[src/dfr_pkg.sv]
// Shared types and constants of the delimited frame receiver.
// No dependencies; imported by every module of the block.
package dfr_pkg;

    localparam int MAX_SEQUENCE = 8;
    localparam int SACHET_BYTES = 16;
    localparam int SEQ_W        = 8 * MAX_SEQUENCE;
    localparam int SLEN_W       = 4;
    localparam int LEN_W        = 16;
    localparam int POLL_W       = 16;
    localparam int CFG_ADDR_W   = 2;
    localparam int CHUNK_W      = (SACHET_BYTES > 1) ? $clog2(SACHET_BYTES) : 1;

    localparam logic [CHUNK_W-1:0] CHUNK_LAST = CHUNK_W'(SACHET_BYTES - 1);
    localparam logic [LEN_W-1:0]   LEN_MAX    = {LEN_W{1'b1}};

    localparam logic [1:0] OP_BEGIN = 2'd0;
    localparam logic [1:0] OP_BYTE  = 2'd1;
    localparam logic [1:0] OP_POLL  = 2'd2;

    localparam logic [CFG_ADDR_W-1:0] CFG_START_SEQ = 2'd0;
    localparam logic [CFG_ADDR_W-1:0] CFG_END_SEQ   = 2'd1;
    localparam logic [CFG_ADDR_W-1:0] CFG_SEQ_LEN   = 2'd2;
    localparam logic [CFG_ADDR_W-1:0] CFG_POLL_LIM  = 2'd3;

    localparam logic [1:0] ST_OK        = 2'd0;
    localparam logic [1:0] ST_NO_DATA   = 2'd1;
    localparam logic [1:0] ST_NO_START  = 2'd2;
    localparam logic [1:0] ST_NO_END    = 2'd3;

    localparam logic KIND_PAYLOAD = 1'b0;
    localparam logic KIND_END     = 1'b1;

    // One classified input item: an optional payload byte, then an optional frame end.
    typedef struct packed {
        logic              has_data;
        logic [7:0]        data;
        logic              has_end;
        logic [1:0]        status;
        logic [LEN_W-1:0]  length;
    } frame_rec_t;

endpackage

[src/dfr_front.sv]
// Front end: configuration registers, frame state and per-word classification.
// Depends on dfr_pkg.
module dfr_front
    import dfr_pkg::*;
(
    input  logic                  clk,
    input  logic                  rst_n,
    input  logic                  cfg_we,
    input  logic [CFG_ADDR_W-1:0] cfg_addr,
    input  logic [SEQ_W-1:0]      cfg_wdata,
    input  logic                  in_valid,
    input  logic [1:0]            operation,
    input  logic [7:0]            data_byte,
    output logic                  rec_valid,
    output frame_rec_t            rec
);

    typedef enum logic [1:0] {
        PH_IDLE    = 2'd0,
        PH_START   = 2'd1,
        PH_PAYLOAD = 2'd2,
        PH_DISCARD = 2'd3
    } phase_t;

    logic [SEQ_W-1:0]   start_seq_reg;
    logic [SEQ_W-1:0]   end_seq_reg;
    logic [SLEN_W-1:0]  seq_len_reg;
    logic [POLL_W-1:0]  poll_limit_reg;

    phase_t             phase_reg, phase_next;
    logic [SLEN_W-1:0]  smi_reg, smi_next;
    logic [SEQ_W-1:0]   win_reg, win_next;
    logic [SLEN_W-1:0]  fill_reg, fill_next;
    logic [LEN_W-1:0]   count_reg, count_next;
    logic [CHUNK_W-1:0] chunk_reg, chunk_next;
    logic [POLL_W-1:0]  polls_reg, polls_next;
    logic [1:0]         err_reg, err_next;

    logic [SLEN_W-1:0]  n;
    logic [SEQ_W-1:0]   mask;
    logic [SEQ_W-1:0]   win_fill;
    logic [SEQ_W-1:0]   win_shift;
    logic [SLEN_W-1:0]  smi_inc;
    logic [7:0]         want;
    logic               spend;

    always_comb
    begin
        if (seq_len_reg == '0)
            n = SLEN_W'(1);
        else if (seq_len_reg > SLEN_W'(MAX_SEQUENCE))
            n = SLEN_W'(MAX_SEQUENCE);
        else
            n = seq_len_reg;

        for (int i = 0; i < MAX_SEQUENCE; i++)
        begin
            mask[8*i +: 8]     = (SLEN_W'(i) < n) ? 8'hff : 8'h00;
            win_fill[8*i +: 8] = (SLEN_W'(i) == fill_reg) ?
                                 (win_reg[8*i +: 8] | data_byte) : win_reg[8*i +: 8];
            if (SLEN_W'(i) == n - SLEN_W'(1))
                win_shift[8*i +: 8] = data_byte;
            else if (i < MAX_SEQUENCE - 1)
                win_shift[8*i +: 8] = win_reg[8*(i+1) +: 8];
            else
                win_shift[8*i +: 8] = 8'h00;
        end

        smi_inc = smi_reg + SLEN_W'(1);
        want    = start_seq_reg[8*smi_reg[2:0] +: 8];

        phase_next = phase_reg;
        smi_next   = smi_reg;
        win_next   = win_reg;
        fill_next  = fill_reg;
        count_next = count_reg;
        chunk_next = chunk_reg;
        polls_next = polls_reg;
        err_next   = err_reg;
        spend      = 1'b0;
        rec        = '0;

        if (in_valid)
        begin
            case (operation)
                OP_BEGIN:
                begin
                    phase_next = PH_START;
                    smi_next   = '0;
                    win_next   = '0;
                    fill_next  = '0;
                    count_next = '0;
                    chunk_next = '0;
                    polls_next = (poll_limit_reg == '0) ? POLL_W'(1) : poll_limit_reg;
                    err_next   = ST_NO_DATA;
                end
                OP_POLL:
                begin
                    spend = (phase_reg != PH_IDLE);
                end
                OP_BYTE:
                begin
                    if (phase_reg == PH_START)
                    begin
                        if (data_byte != want)
                        begin
                            err_next   = ST_NO_START;
                            phase_next = PH_DISCARD;
                        end
                        else
                        begin
                            smi_next = smi_inc;
                            if (smi_inc >= n)
                            begin
                                phase_next = PH_PAYLOAD;
                                err_next   = ST_NO_END;
                            end
                            else
                                err_next = ST_NO_START;
                        end
                    end
                    else if (phase_reg == PH_PAYLOAD)
                    begin
                        if (fill_reg < n)
                        begin
                            win_next  = win_fill;
                            fill_next = fill_reg + SLEN_W'(1);
                        end
                        else if (count_reg == LEN_MAX)
                        begin
                            rec.has_end = 1'b1;
                            rec.status  = ST_NO_END;
                            rec.length  = LEN_MAX;
                            phase_next  = PH_IDLE;
                        end
                        else
                        begin
                            rec.has_data = 1'b1;
                            rec.data     = win_reg[7:0];
                            count_next   = count_reg + LEN_W'(1);
                            win_next     = win_shift & mask;
                            fill_next    = n;
                        end
                        if (phase_next == PH_PAYLOAD && fill_next >= n &&
                            (win_next & mask) == (end_seq_reg & mask))
                        begin
                            rec.has_end = 1'b1;
                            rec.status  = ST_OK;
                            rec.length  = count_next;
                            phase_next  = PH_IDLE;
                        end
                    end
                    if (phase_reg != PH_IDLE && phase_next != PH_IDLE)
                    begin
                        if (chunk_reg == CHUNK_LAST)
                        begin
                            chunk_next = '0;
                            spend      = 1'b1;
                        end
                        else
                            chunk_next = chunk_reg + CHUNK_W'(1);
                    end
                end
                default: ;
            endcase

            if (spend)
            begin
                if (polls_reg <= POLL_W'(1))
                begin
                    polls_next  = '0;
                    rec.has_end = 1'b1;
                    rec.status  = err_next;
                    rec.length  = count_next;
                    phase_next  = PH_IDLE;
                end
                else
                    polls_next = polls_reg - POLL_W'(1);
            end
        end

        rec_valid = in_valid && (rec.has_data || rec.has_end);
    end

    always_ff @(posedge clk or negedge rst_n)
    begin
        if (!rst_n)
        begin
            start_seq_reg  <= '0;
            end_seq_reg    <= '0;
            seq_len_reg    <= SLEN_W'(2);
            poll_limit_reg <= POLL_W'(1000);
            phase_reg      <= PH_IDLE;
            smi_reg        <= '0;
            win_reg        <= '0;
            fill_reg       <= '0;
            count_reg      <= '0;
            chunk_reg      <= '0;
            polls_reg      <= '0;
            err_reg        <= ST_NO_DATA;
        end
        else
        begin
            if (cfg_we)
            begin
                case (cfg_addr)
                    CFG_START_SEQ: start_seq_reg  <= cfg_wdata;
                    CFG_END_SEQ:   end_seq_reg    <= cfg_wdata;
                    CFG_SEQ_LEN:   seq_len_reg    <= cfg_wdata[SLEN_W-1:0];
                    CFG_POLL_LIM:  poll_limit_reg <= cfg_wdata[POLL_W-1:0];
                    default: ;
                endcase
            end
            phase_reg <= phase_next;
            smi_reg   <= smi_next;
            win_reg   <= win_next;
            fill_reg  <= fill_next;
            count_reg <= count_next;
            chunk_reg <= chunk_next;
            polls_reg <= polls_next;
            err_reg   <= err_next;
        end
    end

endmodule

[src/dfr_queue.sv]
// Record queue between front and back end.
// Depends on dfr_pkg.
module dfr_queue
    import dfr_pkg::*;
#(
    parameter int DEPTH = 4
)
(
    input  logic       clk,
    input  logic       rst_n,
    input  logic       wr_en,
    input  frame_rec_t wr_rec,
    output logic       full,
    input  logic       rd_en,
    output logic       rd_valid,
    output frame_rec_t rd_rec
);

    localparam int PTR_W = (DEPTH > 1) ? $clog2(DEPTH) : 1;
    localparam int CNT_W = $clog2(DEPTH + 1);
    localparam logic [PTR_W-1:0] PTR_LAST = PTR_W'(DEPTH - 1);

    frame_rec_t        store [DEPTH];
    logic [PTR_W-1:0]  wptr_reg, wptr_next;
    logic [PTR_W-1:0]  rptr_reg, rptr_next;
    logic [CNT_W-1:0]  cnt_reg, cnt_next;
    logic              do_wr, do_rd;

    assign full     = (cnt_reg == CNT_W'(DEPTH));
    assign rd_valid = (cnt_reg != '0);
    assign rd_rec   = store[rptr_reg];
    assign do_wr    = wr_en && !full;
    assign do_rd    = rd_en && rd_valid;

    always_comb
    begin
        wptr_next = wptr_reg;
        rptr_next = rptr_reg;
        cnt_next  = cnt_reg;
        if (do_wr)
            wptr_next = (wptr_reg == PTR_LAST) ? '0 : wptr_reg + PTR_W'(1);
        if (do_rd)
            rptr_next = (rptr_reg == PTR_LAST) ? '0 : rptr_reg + PTR_W'(1);
        if (do_wr && !do_rd)
            cnt_next = cnt_reg + CNT_W'(1);
        else if (do_rd && !do_wr)
            cnt_next = cnt_reg - CNT_W'(1);
    end

    always_ff @(posedge clk or negedge rst_n)
    begin
        if (!rst_n)
        begin
            wptr_reg <= '0;
            rptr_reg <= '0;
            cnt_reg  <= '0;
        end
        else
        begin
            wptr_reg <= wptr_next;
            rptr_reg <= rptr_next;
            cnt_reg  <= cnt_next;
        end
    end

    always_ff @(posedge clk)
    begin
        if (do_wr)
            store[wptr_reg] <= wr_rec;
    end

endmodule

[src/dfr_back.sv]
// Back end: expands each queued record into one or two result words.
// Depends on dfr_pkg.
module dfr_back
    import dfr_pkg::*;
(
    input  logic              clk,
    input  logic              rst_n,
    input  logic              rec_valid,
    input  frame_rec_t        rec,
    output logic              rec_take,
    output logic              empty,
    input  logic              pop,
    output logic              result_kind,
    output logic [7:0]        payload_byte,
    output logic [1:0]        status,
    output logic [LEN_W-1:0]  payload_length,
    output logic              last
);

    logic sent_data_reg, sent_data_next;
    logic show_data;
    logic fire;

    assign empty     = !rec_valid;
    assign show_data = rec.has_data && !sent_data_reg;
    assign fire      = pop && rec_valid;

    always_comb
    begin
        if (show_data)
        begin
            result_kind    = KIND_PAYLOAD;
            payload_byte   = rec.data;
            status         = ST_OK;
            payload_length = '0;
            last           = !rec.has_end;
        end
        else
        begin
            result_kind    = KIND_END;
            payload_byte   = 8'h00;
            status         = rec.status;
            payload_length = rec.length;
            last           = 1'b1;
        end

        rec_take       = fire && !(show_data && rec.has_end);
        sent_data_next = sent_data_reg;
        if (fire)
            sent_data_next = show_data && rec.has_end;
    end

    always_ff @(posedge clk or negedge rst_n)
    begin
        if (!rst_n)
            sent_data_reg <= 1'b0;
        else
            sent_data_reg <= sent_data_next;
    end

endmodule

[src/delimited_frame_receiver_core.sv]
// Top level of the delimited frame receiver: front end, record queue, back end.
// Depends on dfr_pkg, dfr_front, dfr_queue, dfr_back.
//
//  channel  | handshake          | payload
//  ---------+--------------------+-----------------------------------------------
//  input    | push / full        | operation, data_byte
//  result   | empty / pop        | result_kind, payload_byte, status,
//           |                    | payload_length, last
//  config   | cfg_we             | cfg_addr, cfg_wdata
//
// One input word per cycle, while full is low, is classified in the cycle it is
// taken; its record is queued. A record with a payload byte and a frame end
// gives two result words, one per cycle while pop is high. Reset clears all
// frame state and loads register defaults. full rises only when the QUEUE_DEPTH
// record queue is full; pop stalls hold the head word on the result ports.
module delimited_frame_receiver_core
    import dfr_pkg::*;
#(
    parameter int QUEUE_DEPTH = 4
)
(
    input  logic                  clk,
    input  logic                  rst_n,
    input  logic                  cfg_we,
    input  logic [CFG_ADDR_W-1:0] cfg_addr,
    input  logic [SEQ_W-1:0]      cfg_wdata,
    input  logic                  push,
    output logic                  full,
    input  logic [1:0]            operation,
    input  logic [7:0]            data_byte,
    output logic                  empty,
    input  logic                  pop,
    output logic                  result_kind,
    output logic [7:0]            payload_byte,
    output logic [1:0]            status,
    output logic [LEN_W-1:0]      payload_length,
    output logic                  last
);

    logic       accept;
    logic       front_valid;
    frame_rec_t front_rec;
    logic       head_valid;
    frame_rec_t head_rec;
    logic       head_take;

    assign accept = push && !full;

    dfr_front u_front (
        .clk       (clk),
        .rst_n     (rst_n),
        .cfg_we    (cfg_we),
        .cfg_addr  (cfg_addr),
        .cfg_wdata (cfg_wdata),
        .in_valid  (accept),
        .operation (operation),
        .data_byte (data_byte),
        .rec_valid (front_valid),
        .rec       (front_rec)
    );

    dfr_queue #(
        .DEPTH (QUEUE_DEPTH)
    ) u_queue (
        .clk      (clk),
        .rst_n    (rst_n),
        .wr_en    (front_valid),
        .wr_rec   (front_rec),
        .full     (full),
        .rd_en    (head_take),
        .rd_valid (head_valid),
        .rd_rec   (head_rec)
    );

    dfr_back u_back (
        .clk            (clk),
        .rst_n          (rst_n),
        .rec_valid      (head_valid),
        .rec            (head_rec),
        .rec_take       (head_take),
        .empty          (empty),
        .pop            (pop),
        .result_kind    (result_kind),
        .payload_byte   (payload_byte),
        .status         (status),
        .payload_length (payload_length),
        .last           (last)
    );

endmodule

[config.mk]
export PLATFORM = sky130hd
export DESIGN_NAME = delimited_frame_receiver_core
export DESIGN_NICKNAME = d
export VERILOG_FILES = /design/src/dfr_pkg.sv /design/src/dfr_front.sv /design/src/dfr_queue.sv /design/src/dfr_back.sv /design/src/delimited_frame_receiver_core.sv
export SDC_FILE = /design/constraint.sdc
export NUM_CORES = 1
export LEC_CHECK = 0
export ABC_AREA = 1
export BUFFER_PORTS_ARGS = -buffer_cell sky130_fd_sc_hd__buf_4
export CORE_ASPECT_RATIO = 1.75
export CORE_MARGIN = 3
export CORE_UTILIZATION = 51
export CTS_BUF_LIST = sky130_fd_sc_hd__clkbuf_4 sky130_fd_sc_hd__clkbuf_8 sky130_fd_sc_hd__clkbuf_16
export CTS_CLUSTER_SIZE = 28
export DETAILED_ROUTE_END_ITERATION = 12
export PLACE_DENSITY_LB_ADDON = 0.08
export REMOVE_ABC_BUFFERS = 1
export SKIP_CTS_REPAIR_TIMING = 1
export SLEW_MARGIN = 0
export SYNTH_ARGS = -nofsm -noshare
export SYNTH_HDL_FRONTEND = slang
export SYNTH_SLANG_ARGS = --single-unit
[constraint.sdc]
create_clock -name clk -period 6 [get_ports clk]
set_input_delay 0.3 -clock clk [delete_from_list [all_inputs] [get_ports clk]]
set_output_delay 0.3 -clock clk [all_outputs]
set_load 0.02 [all_outputs]
==> impl_metrics.ini, run 1 <==
[outcome]
outcome = finished clean

[finish]
synthToLayoutAreaGrowth_pct = 11.6
registers.top_by_ff_count = u_queue.store
largest_reg_flops = 112
final_common_cell = nand2_1
finalNetCount = 3019
drive_above_1_share_pct = 8.99
final_cells = 3491
layout_common_cells = 783 x nand2_1, 347 x o21ai_0, 290 x inv_1, 260 x dfrtp_1, 224 x nor2_1

[synth]
synthTopCellsByArea = dfrtp_1 30%, edfxtp_1 16%, nand2_1 14%
ys_warn_count = 0
netlist_area_sq_um = 21600
async_reset_ff_share_pct = 70.5
syn-mean-instance-area_sq_um = 7.51
synth_top_area_cell = dfrtp_1
ys_ff_latch = 380
synth_edf_count = 112
synth_top_area_share_pct = 30.1
synthFlopType = dfrtp_1
netlist-cell-type-count = 49
ys_seq_area_share_pct = 46.6
synthCells = 2878

[floorplan]
start_util_pct = 51.8
rows = 99
chipWidth_um = 162
core_sq_um = 41700
dieHeight_um = 278
die_area_sq_um = 45000
ios = 111

[worst_setup_path]
worstPathRequired_ps = 6410
r2r.worst_path.cells = 36
path_max_fanout = 13
slowest_stage = dfrtp_1
worstReg2RegStart = u_front.seq_len_reg[3]
cp_common_cell = nand2_1
cp.arrival_ps = 5960
max_stage_delay_ps = 440
rrSetupSlack_ps = 450
critPathLaunch = u_front.seq_len_reg[3]
worst-path-buf-inv = 9
crit_end = u_queue.cnt_reg[2]
setup.worst_path.class = reg2reg
crit_cells = 36
end_kind = flip-flop
rr_endpoint = u_queue.cnt_reg[2]
start_kind = flip-flop
critPathTopFamily = simple AND/OR/NAND/NOR gates

[clocking]
clk_pin_slew_worst_paths_ps = 70
clock-sinks = 380
cts_buffers = 36
clockBufferDepth = 3
htreeDepth = 2
cts_tree = built
clk_latency_ps = 550
root_buffer = clkbuf_16

[routing]
vias = 20100
wl_per_cell_um = 19.6
wirelength_mm = 68.4
first_pass_iters = 5
remaining_drc_errors = 0
vias_per_cell = 5.76
ant_nets = 0
drt_first_iter_violations = 1576

[min_path]
min_path_type = in2reg

[timing]
setup_tns_ps = 0
hold_violations = 0
rsz0062_at_grt = false
setup_viol = 0
clock_skew_ps = 19.2
period_minus_slack_ps = 5550
fmax_mhz = 180
worstMarginPinSlew_ps = 1170
finalMaxSlewViolations = 0
relSlewSlack_pct = 22.1
hold_ws_ps = 24.4
layout_setup_ws_ps = 450
finalCritPeriodShare_pct = 92.5

[job]
cap_violations = 0

[global_routing]
grt_max_degree = 151
grt_pass1_vias = 19700
grt-ovfl-total = 0
grt_usage_pct = 30.1
grt_antenna_before_repair = 1
grt_pass1_wl_mm = 107

[place]
place_inst = 3419
dpl.hpwl_mm = 47.9
placement.io_buffers = 110
pre_cts_ws_ps = 357
place.gp.congestion = 0.948

[power_and_ir_drop]
irDropWorstVdd_v = 0.000289
power_mw = 10.8
leakage_nw = 11.7
power-per-cell-area_nw_per_um2 = 447
synthesized netlist by cell type, types with 5 or more instances:
cell type and n:
nor3_1 11, nand3_1 219, o21ai_0 348, buf_2 32
dfstp_2 8, o21a_1 6, inv_1 291, nor2_2 5
nor4_1 8, ha_1 29, inv_2 5, nand3b_1 10
o221ai_1 12, nand4_1 77, nand2_1 785, nand2_2 7
buf_1 6, nor2_1 225, o22ai_1 106, a21oi_1 113
xor2_1 16, or2_2 5, clkbuf_1 113, xnor2_1 9
a21boi_0 5, buf_4 5, edfxtp_1 112, o21ai_1 15
dfrtp_1 260
worst min path at each step:
stage | start | to | slack [ps] | cells after the start
floorplan | rst_n | u_back.sent_data_reg | 4 | 0
global placement | u_front.start_seq_reg[14] | u_front.start_seq_reg[14] | 460 | 2
detailed placement | u_front.start_seq_reg[14] | u_front.start_seq_reg[14] | 470 | 2
CTS | rst_n | u_front.polls_reg[6] | -90 | 1
global route | cfg_wdata[51] | u_front.start_seq_reg[51] | 20 | 3
finish | cfg_wdata[51] | u_front.start_seq_reg[51] | 20 | 3
layout make-up:
| class | count | area [sq um] |
|---|---|---|
| inverter | 299 | 1130 |
| tap | 555 | 694 |
| clock inverter | 17 | 184 |
| clock buffer | 48 | 1030 |
| sequential | 380 | 10100 |
| timing repair buffer | 151 | 1210 |
| fill | 3976 | 17600 |
| multi-input combinational | 2039 | 9790 |
| timing repair inverter | 1 | 5.00 |
| antenna | 1 | 2.50 |
report_power, final:
part	internal, mW	total, mW	switching [mW]
combinational	1.65	5.03	3.38
clock	1.35	2.38	1.03
sequential	3.02	3.37	0.347
stage by stage:
stage	util (%)	cell area (sq um)
after floorplan	-	20900
final	57.8	24100
after detailed placement	54.7	22900
after global placement	54.7	22900
after CTS	57.6	24100
after global routing	57.8	24100
cell families after synthesis:
kind of cell,share of synthesized area [%]
buf+inv,8.39
mux,0.0521
xor+xnor,1.01
fa+ha+maj,1.77
simple gates,26.6
flops,46.6
compound gates,15.6
tightest hold or removal path: cells and delay by family:
family          cells  cell delay, ps
compound gates      1              70
buf+inv             2             160
per-layer routing:
| layer | vias up | GRT usage (%) | part of all wire (%) |
|---|---|---|---|
| met3 | 211 | 3.38 | 5.8 |
| met2 | 750 | 53.0 | 50 |
| met1 | 9494 | 35.7 | 38 |
| met4 | 0 | 16.6 | 6.1 |
| met5 | - | 0 | 0 |
| li1 | 9660 | - | - |
No activity file was read; power rests on OpenSTA's default activity.
==> inputs of run 2 (changes only) <==
--- a/config.mk
+++ b/config.mk
@@ -8,7 +8,6 @@
 export ABC_AREA = 1
 export BUFFER_PORTS_ARGS = -buffer_cell sky130_fd_sc_hd__buf_4
 export CORE_ASPECT_RATIO = 1.75
-export CORE_MARGIN = 3
 export CORE_UTILIZATION = 51
 export CTS_BUF_LIST = sky130_fd_sc_hd__clkbuf_4 sky130_fd_sc_hd__clkbuf_8 sky130_fd_sc_hd__clkbuf_16
 export CTS_CLUSTER_SIZE = 28
==> impl_metrics.ini, run 2 (synthesis results as in run 1) <==
[outcome]
outcome = finished clean

[floorplan]
rows = 99
start_util_pct = 51.8
dieHeight_um = 274
die_area_sq_um = 43300
ios = 111
chipWidth_um = 158
core_sq_um = 41700

[place]
dpl.hpwl_mm = 48.1
place.gp.congestion = 0.952
pre_cts_ws_ps = 740
place_inst = 3420
placement.io_buffers = 110
place_area_sq_um = 22800

[finish]
synthToLayoutAreaGrowth_pct = 11.0
finalNetCount = 3016
registers.top_by_ff_count = u_queue.store
layout_common_cells = 783 x nand2_1, 347 x o21ai_0, 291 x inv_1, 260 x dfrtp_1, 224 x nor2_1
finalInstanceArea_sq_um = 24000
fin_util_pct = 57.5
drive_above_1_share_pct = 8.71
largest_reg_flops = 112
final_common_cell = nand2_1
ff_latch_area_sq_um = 10100
multi_input_area_sq_um = 9790
antenna_cells = 0
final_cells = 3484
fill_cells = 3897

[power_and_ir_drop]
power-per-cell-area_nw_per_um2 = 436
irDropWorstVdd_v = 0.000326
leakage_nw = 11.6
power_mw = 10.5

[global_routing]
grt_antenna_before_repair = 0
grt_max_degree = 131
grt_pass1_wl_mm = 106
grt_pass1_vias = 19500
grt-ovfl-total = 0
grt_usage_pct = 32.2

[worst_setup_path]
end_kind = flip-flop
setup.worst_path.class = reg2reg
slowest_stage = fa_1
worstPathRequired_ps = 6410
cp.arrival_ps = 5720
path_max_fanout = 33
max_stage_delay_ps = 440
start_kind = flip-flop

[timing]
fmax_mhz = 188
clock_skew_ps = 28.1
rsz0062_at_grt = false
finalCritPeriodShare_pct = 88.6
hold_violations = 0
setup_viol = 0
period_minus_slack_ps = 5310
worstMarginPinSlew_ps = 1100
hold_ws_ps = 29.2
relSlewSlack_pct = 26.6
setup_tns_ps = 0
layout_setup_ws_ps = 686
finalMaxSlewViolations = 0

[job]
cap_violations = 0

[clocking]
cts_buffers = 37
clock-sinks = 380
cts_tree = built
clockBufferDepth = 3
root_buffer = clkbuf_16
htreeDepth = 2
clk_latency_ps = 550
clk_pin_slew_worst_paths_ps = 70

[routing]
remaining_drc_errors = 0
wl_per_cell_um = 19.7
first_pass_iters = 6
vias = 20000
ant_nets = 0
dr_wl_met2_mm = 34.5
wl_met3_mm = 3.86
top_layer_used = met4
drt_first_iter_violations = 1755
wirelength_mm = 68.5
vias_per_cell = 5.75
m1WireLength_mm = 25.6

[min_path]
min_path_type = in2reg
## run 2: layer usage
layer / up-vias / track usage (%)
met5: - / 0
met4: 0 / 20.4
met2: 734 / 56.5
li1: 9648 / -
met3: 227 / 4.01
met1: 9436 / 36.5
## run 2: cell type report
class,count,share of cell area [%]
Inverter,299,4.69
Sequential cell,380,42.0
Multi-Input combinational cell,2039,40.8
Timing Repair Buffer,148,4.77
Clock buffer,45,4.19
Tap cell,555,2.89
Clock inverter,18,0.704
## run 2: worst paths after layout
check | start | to | slack [ps] | depth (start not counted)
hold / removal | cfg_wdata[51] | u_front.end_seq_reg[51] | 30 | 3
max in group asynchronous | rst_n | u_front.count_reg[3] | 4300 | 3
setup / recovery | u_front.seq_len_reg[3] | u_queue.cnt_reg[2] | 690 | 35
min in group asynchronous | rst_n | u_front.polls_reg[5] | 340 | 2
setup reg to reg | u_front.seq_len_reg[3] | u_queue.cnt_reg[2] | 690 | 35
hold reg to reg | u_front.start_seq_reg[54] | u_front.start_seq_reg[54] | 480 | 2
## run 2: report_power, final
| part | total, mW | switching (mW) | internal, mW | leakage (nW) |
|---|---|---|---|---|
| Clock | 2.34 | 1.05 | 1.29 | 0.567 |
| Sequential | 3.37 | 0.353 | 3.02 | 4.63 |
| Combinational | 4.76 | 3.20 | 1.56 | 6.41 |
## run 2: worst max-delay path: cells and delay by family, from the launching register on
| kind | cells | cell delay, ps |
|---|---|---|
| AO/OA/AOI/OAI | 4 | 670 |
| adder cells (fa/ha/maj) | 3 | 890 |
| buffers and inverters | 7 | 950 |
| flip-flops | 1 | 390 |
| AND/OR/NAND/NOR | 20 | 2110 |
| XOR/XNOR | 1 | 150 |
==> inputs of run 3 (changes only) <==
--- a/config.mk
+++ b/config.mk
@@ -12,10 +12,13 @@
 export CTS_BUF_LIST = sky130_fd_sc_hd__clkbuf_4 sky130_fd_sc_hd__clkbuf_8 sky130_fd_sc_hd__clkbuf_16
 export CTS_CLUSTER_SIZE = 28
 export DETAILED_ROUTE_END_ITERATION = 12
+export GPL_TIMING_DRIVEN = 0
 export PLACE_DENSITY_LB_ADDON = 0.08
 export REMOVE_ABC_BUFFERS = 1
+export SETUP_SLACK_MARGIN = 0.2
 export SKIP_CTS_REPAIR_TIMING = 1
 export SLEW_MARGIN = 0
 export SYNTH_ARGS = -nofsm -noshare
 export SYNTH_HDL_FRONTEND = slang
+export SYNTH_HIERARCHICAL = 1
 export SYNTH_SLANG_ARGS = --single-unit
==> impl_metrics.ini, run 3 <==
[clocking]
clockBufferDepth = 3
cts_buffers = 37
root_buffer = clkbuf_16
clock-sinks = 380
clk_latency_ps = 550
clk_pin_slew_worst_paths_ps = 70
cts_tree = built
htreeDepth = 2

[floorplan]
die_area_sq_um = 44900
start_util_pct = 51.7
core_sq_um = 43500
ios = 111
rows = 101
dieHeight_um = 280
chipWidth_um = 161

[routing]
remaining_drc_errors = 0
vias_per_cell = 5.83
first_pass_iters = 6
vias = 21400
ant_nets = 0
wl_per_cell_um = 19.7
wirelength_mm = 72.4
drt_first_iter_violations = 2063

[min_path]
min_path_type = in2reg
whs_path_depth = 4

[finish]
layout_common_cells = 861 x nand2_1, 383 x inv_1, 294 x o21ai_0, 255 x dfrtp_1, 220 x nand3_1
synthToLayoutAreaGrowth_pct = 15.0
final_common_cell = nand2_1
finalNetCount = 3195
drive_above_1_share_pct = 12.1
largest_reg_flops = 112
final_cells = 3677
antenna_cells = 0
registers.top_by_ff_count = u_queue/store

[power_and_ir_drop]
p_clk_share_pct = 20.6
comb_power_share_pct = 50.1
switchingPower_mw = 5.73
p_int_mw = 6.89
power-per-cell-area_nw_per_um2 = 489
power_mw = 12.6
irDropWorstVdd_v = 0.000359
p_seq_share_pct = 29.3
swShare_pct = 45.4
leakage_nw = 12.6

[job]
cap_violations = 0

[global_routing]
grt_max_degree = 108
grt_usage_pct = 30.1
grt_pass1_wl_mm = 106
grt-ovfl-total = 0
grt_antenna_before_repair = 1
grt_pass1_vias = 20300

[synth]
netlist_area_sq_um = 22500
synth_common_cells = 872 x nand2_1, 388 x inv_1, 294 x o21ai_0
synth_most_common_cell = nand2_1
synth_top_area_cell = dfrtp_1
netlist-cell-type-count = 50
async_reset_ff_share_pct = 70.5
ys_ff_latch = 380
synth_top_area_share_pct = 29.0
syn-mean-instance-area_sq_um = 7.46
synthTopCellsByArea = dfrtp_1 29%, edfxtp_1 15%, nand2_1 15%
ys_warn_count = 6
synth_edf_count = 112
synthCells = 3012
synthFlopType = dfrtp_1
ys_seq_area_share_pct = 44.9

[worst_setup_path]
r2r.worst_path.cells = 41
path_max_fanout = 10
start_kind = flip-flop
max_stage_delay_ps = 560
cp.arrival_ps = 6050
setup.worst_path.class = reg2reg
worstPathRequired_ps = 6420
slowest_stage = dfrtp_4
cp_common_cell = nand2_1
end_kind = flip-flop

[timing]
finalCritPeriodShare_pct = 93.9
rsz0062_at_grt = true
fmax_mhz = 178
setup_viol = 0
relSlewSlack_pct = 8.06
worstMarginPinSlew_ps = 1360
clock_skew_ps = 23.8
finalMaxSlewViolations = 0
period_minus_slack_ps = 5630
hold_violations = 0

[place]
placement.io_buffers = 110
dpl.hpwl_mm = 45.9
place_inst = 3546
place.gp.congestion = 0.900

[outcome]
outcome = finished clean
==> run 3: area by class of cell <==
| class | instances | area (sq um) |
|---|---|---|
| fill | 3968 | 17600 |
| multi-input combinational | 2082 | 10500 |
| sequential | 380 | 10100 |
| timing repair buffer | 181 | 1630 |
| inverter | 400 | 1550 |
| clock buffer | 50 | 1100 |
| tap | 566 | 708 |
| clock inverter | 16 | 244 |
| timing repair inverter | 2 | 17.5 |
==> run 3: power groups by stage <==
stage | Combinational (mW) | Clock, mW | Sequential (mW)
after floorplan | 4.03 | 0 | 3.58
after global placement | 5.40 | 0 | 3.77
after detailed placement | 5.65 | 0 | 3.73
after CTS | 5.68 | 2.64 | 3.68
after global routing | 6.96 | 2.73 | 3.76
final | 6.33 | 2.60 | 3.70
==> run 3: logic make-up after synthesis <==
kind of cell             share of synthesized area [%]
flip-flops                                        44.9
AO/OA/AOI/OAI                                     14.8
adder cells (fa/ha/maj)                           1.70
buffers and inverters                             10.2
XOR/XNOR                                          1.09
AND/OR/NAND/NOR                                   27.3
multiplexers                                    0.0446
==> run 3: routing by layer <==
layer  track usage [%]  vias up  share of wire [%]
met1              33.8    10000                 36
met5                 0        -              0.019
met4              23.3        2                9.0
li1                  -    10100                  -
met3              3.02      311                6.9
met2              52.2     1033                 49
==> run 3: path summary, 6_finish.rpt <==
check	from	to	slack [ps]
worst max-delay path	u_front/seq_len_reg[3]	u_queue/cnt_reg[1]	370
worst min-delay path	pop	u_back/sent_data_reg	30
worst min register to register	u_front/start_seq_reg[23]	u_front/start_seq_reg[23]	480
worst max register to register	u_front/seq_len_reg[3]	u_queue/cnt_reg[1]	370
min in group asynchronous	rst_n	u_front/count_reg[7]	370
max in group asynchronous	rst_n	u_front/end_seq_reg[54]	4600
==> run 3: metrics by stage <==
step                      util [%]  instance area [sq um]  setup slack [ps]  hold slack [ps]  setup TNS (ps)
after floorplan                  -                  21700             -3940             4.41         -870780
after global placement        53.4                  23200            -10710              462        -2990930
after detailed placement      54.5                  23700             -4820              380         -909190
after CTS                     57.6                  25000             -4830             -188         -913260
after global routing          59.4                  25800               104             47.4               0
final                         59.4                  25800               368             26.1               0
==> run 3: worst max-delay path, delay by kind of cell, from the launching register on <==
kind	cells	cell delay, ps
and+or+nand+nor	23	2260
adders and majority gates	4	1210
buffers and inverters	10	910
DFF	1	560
AOI/OAI and AO/OA	4	520
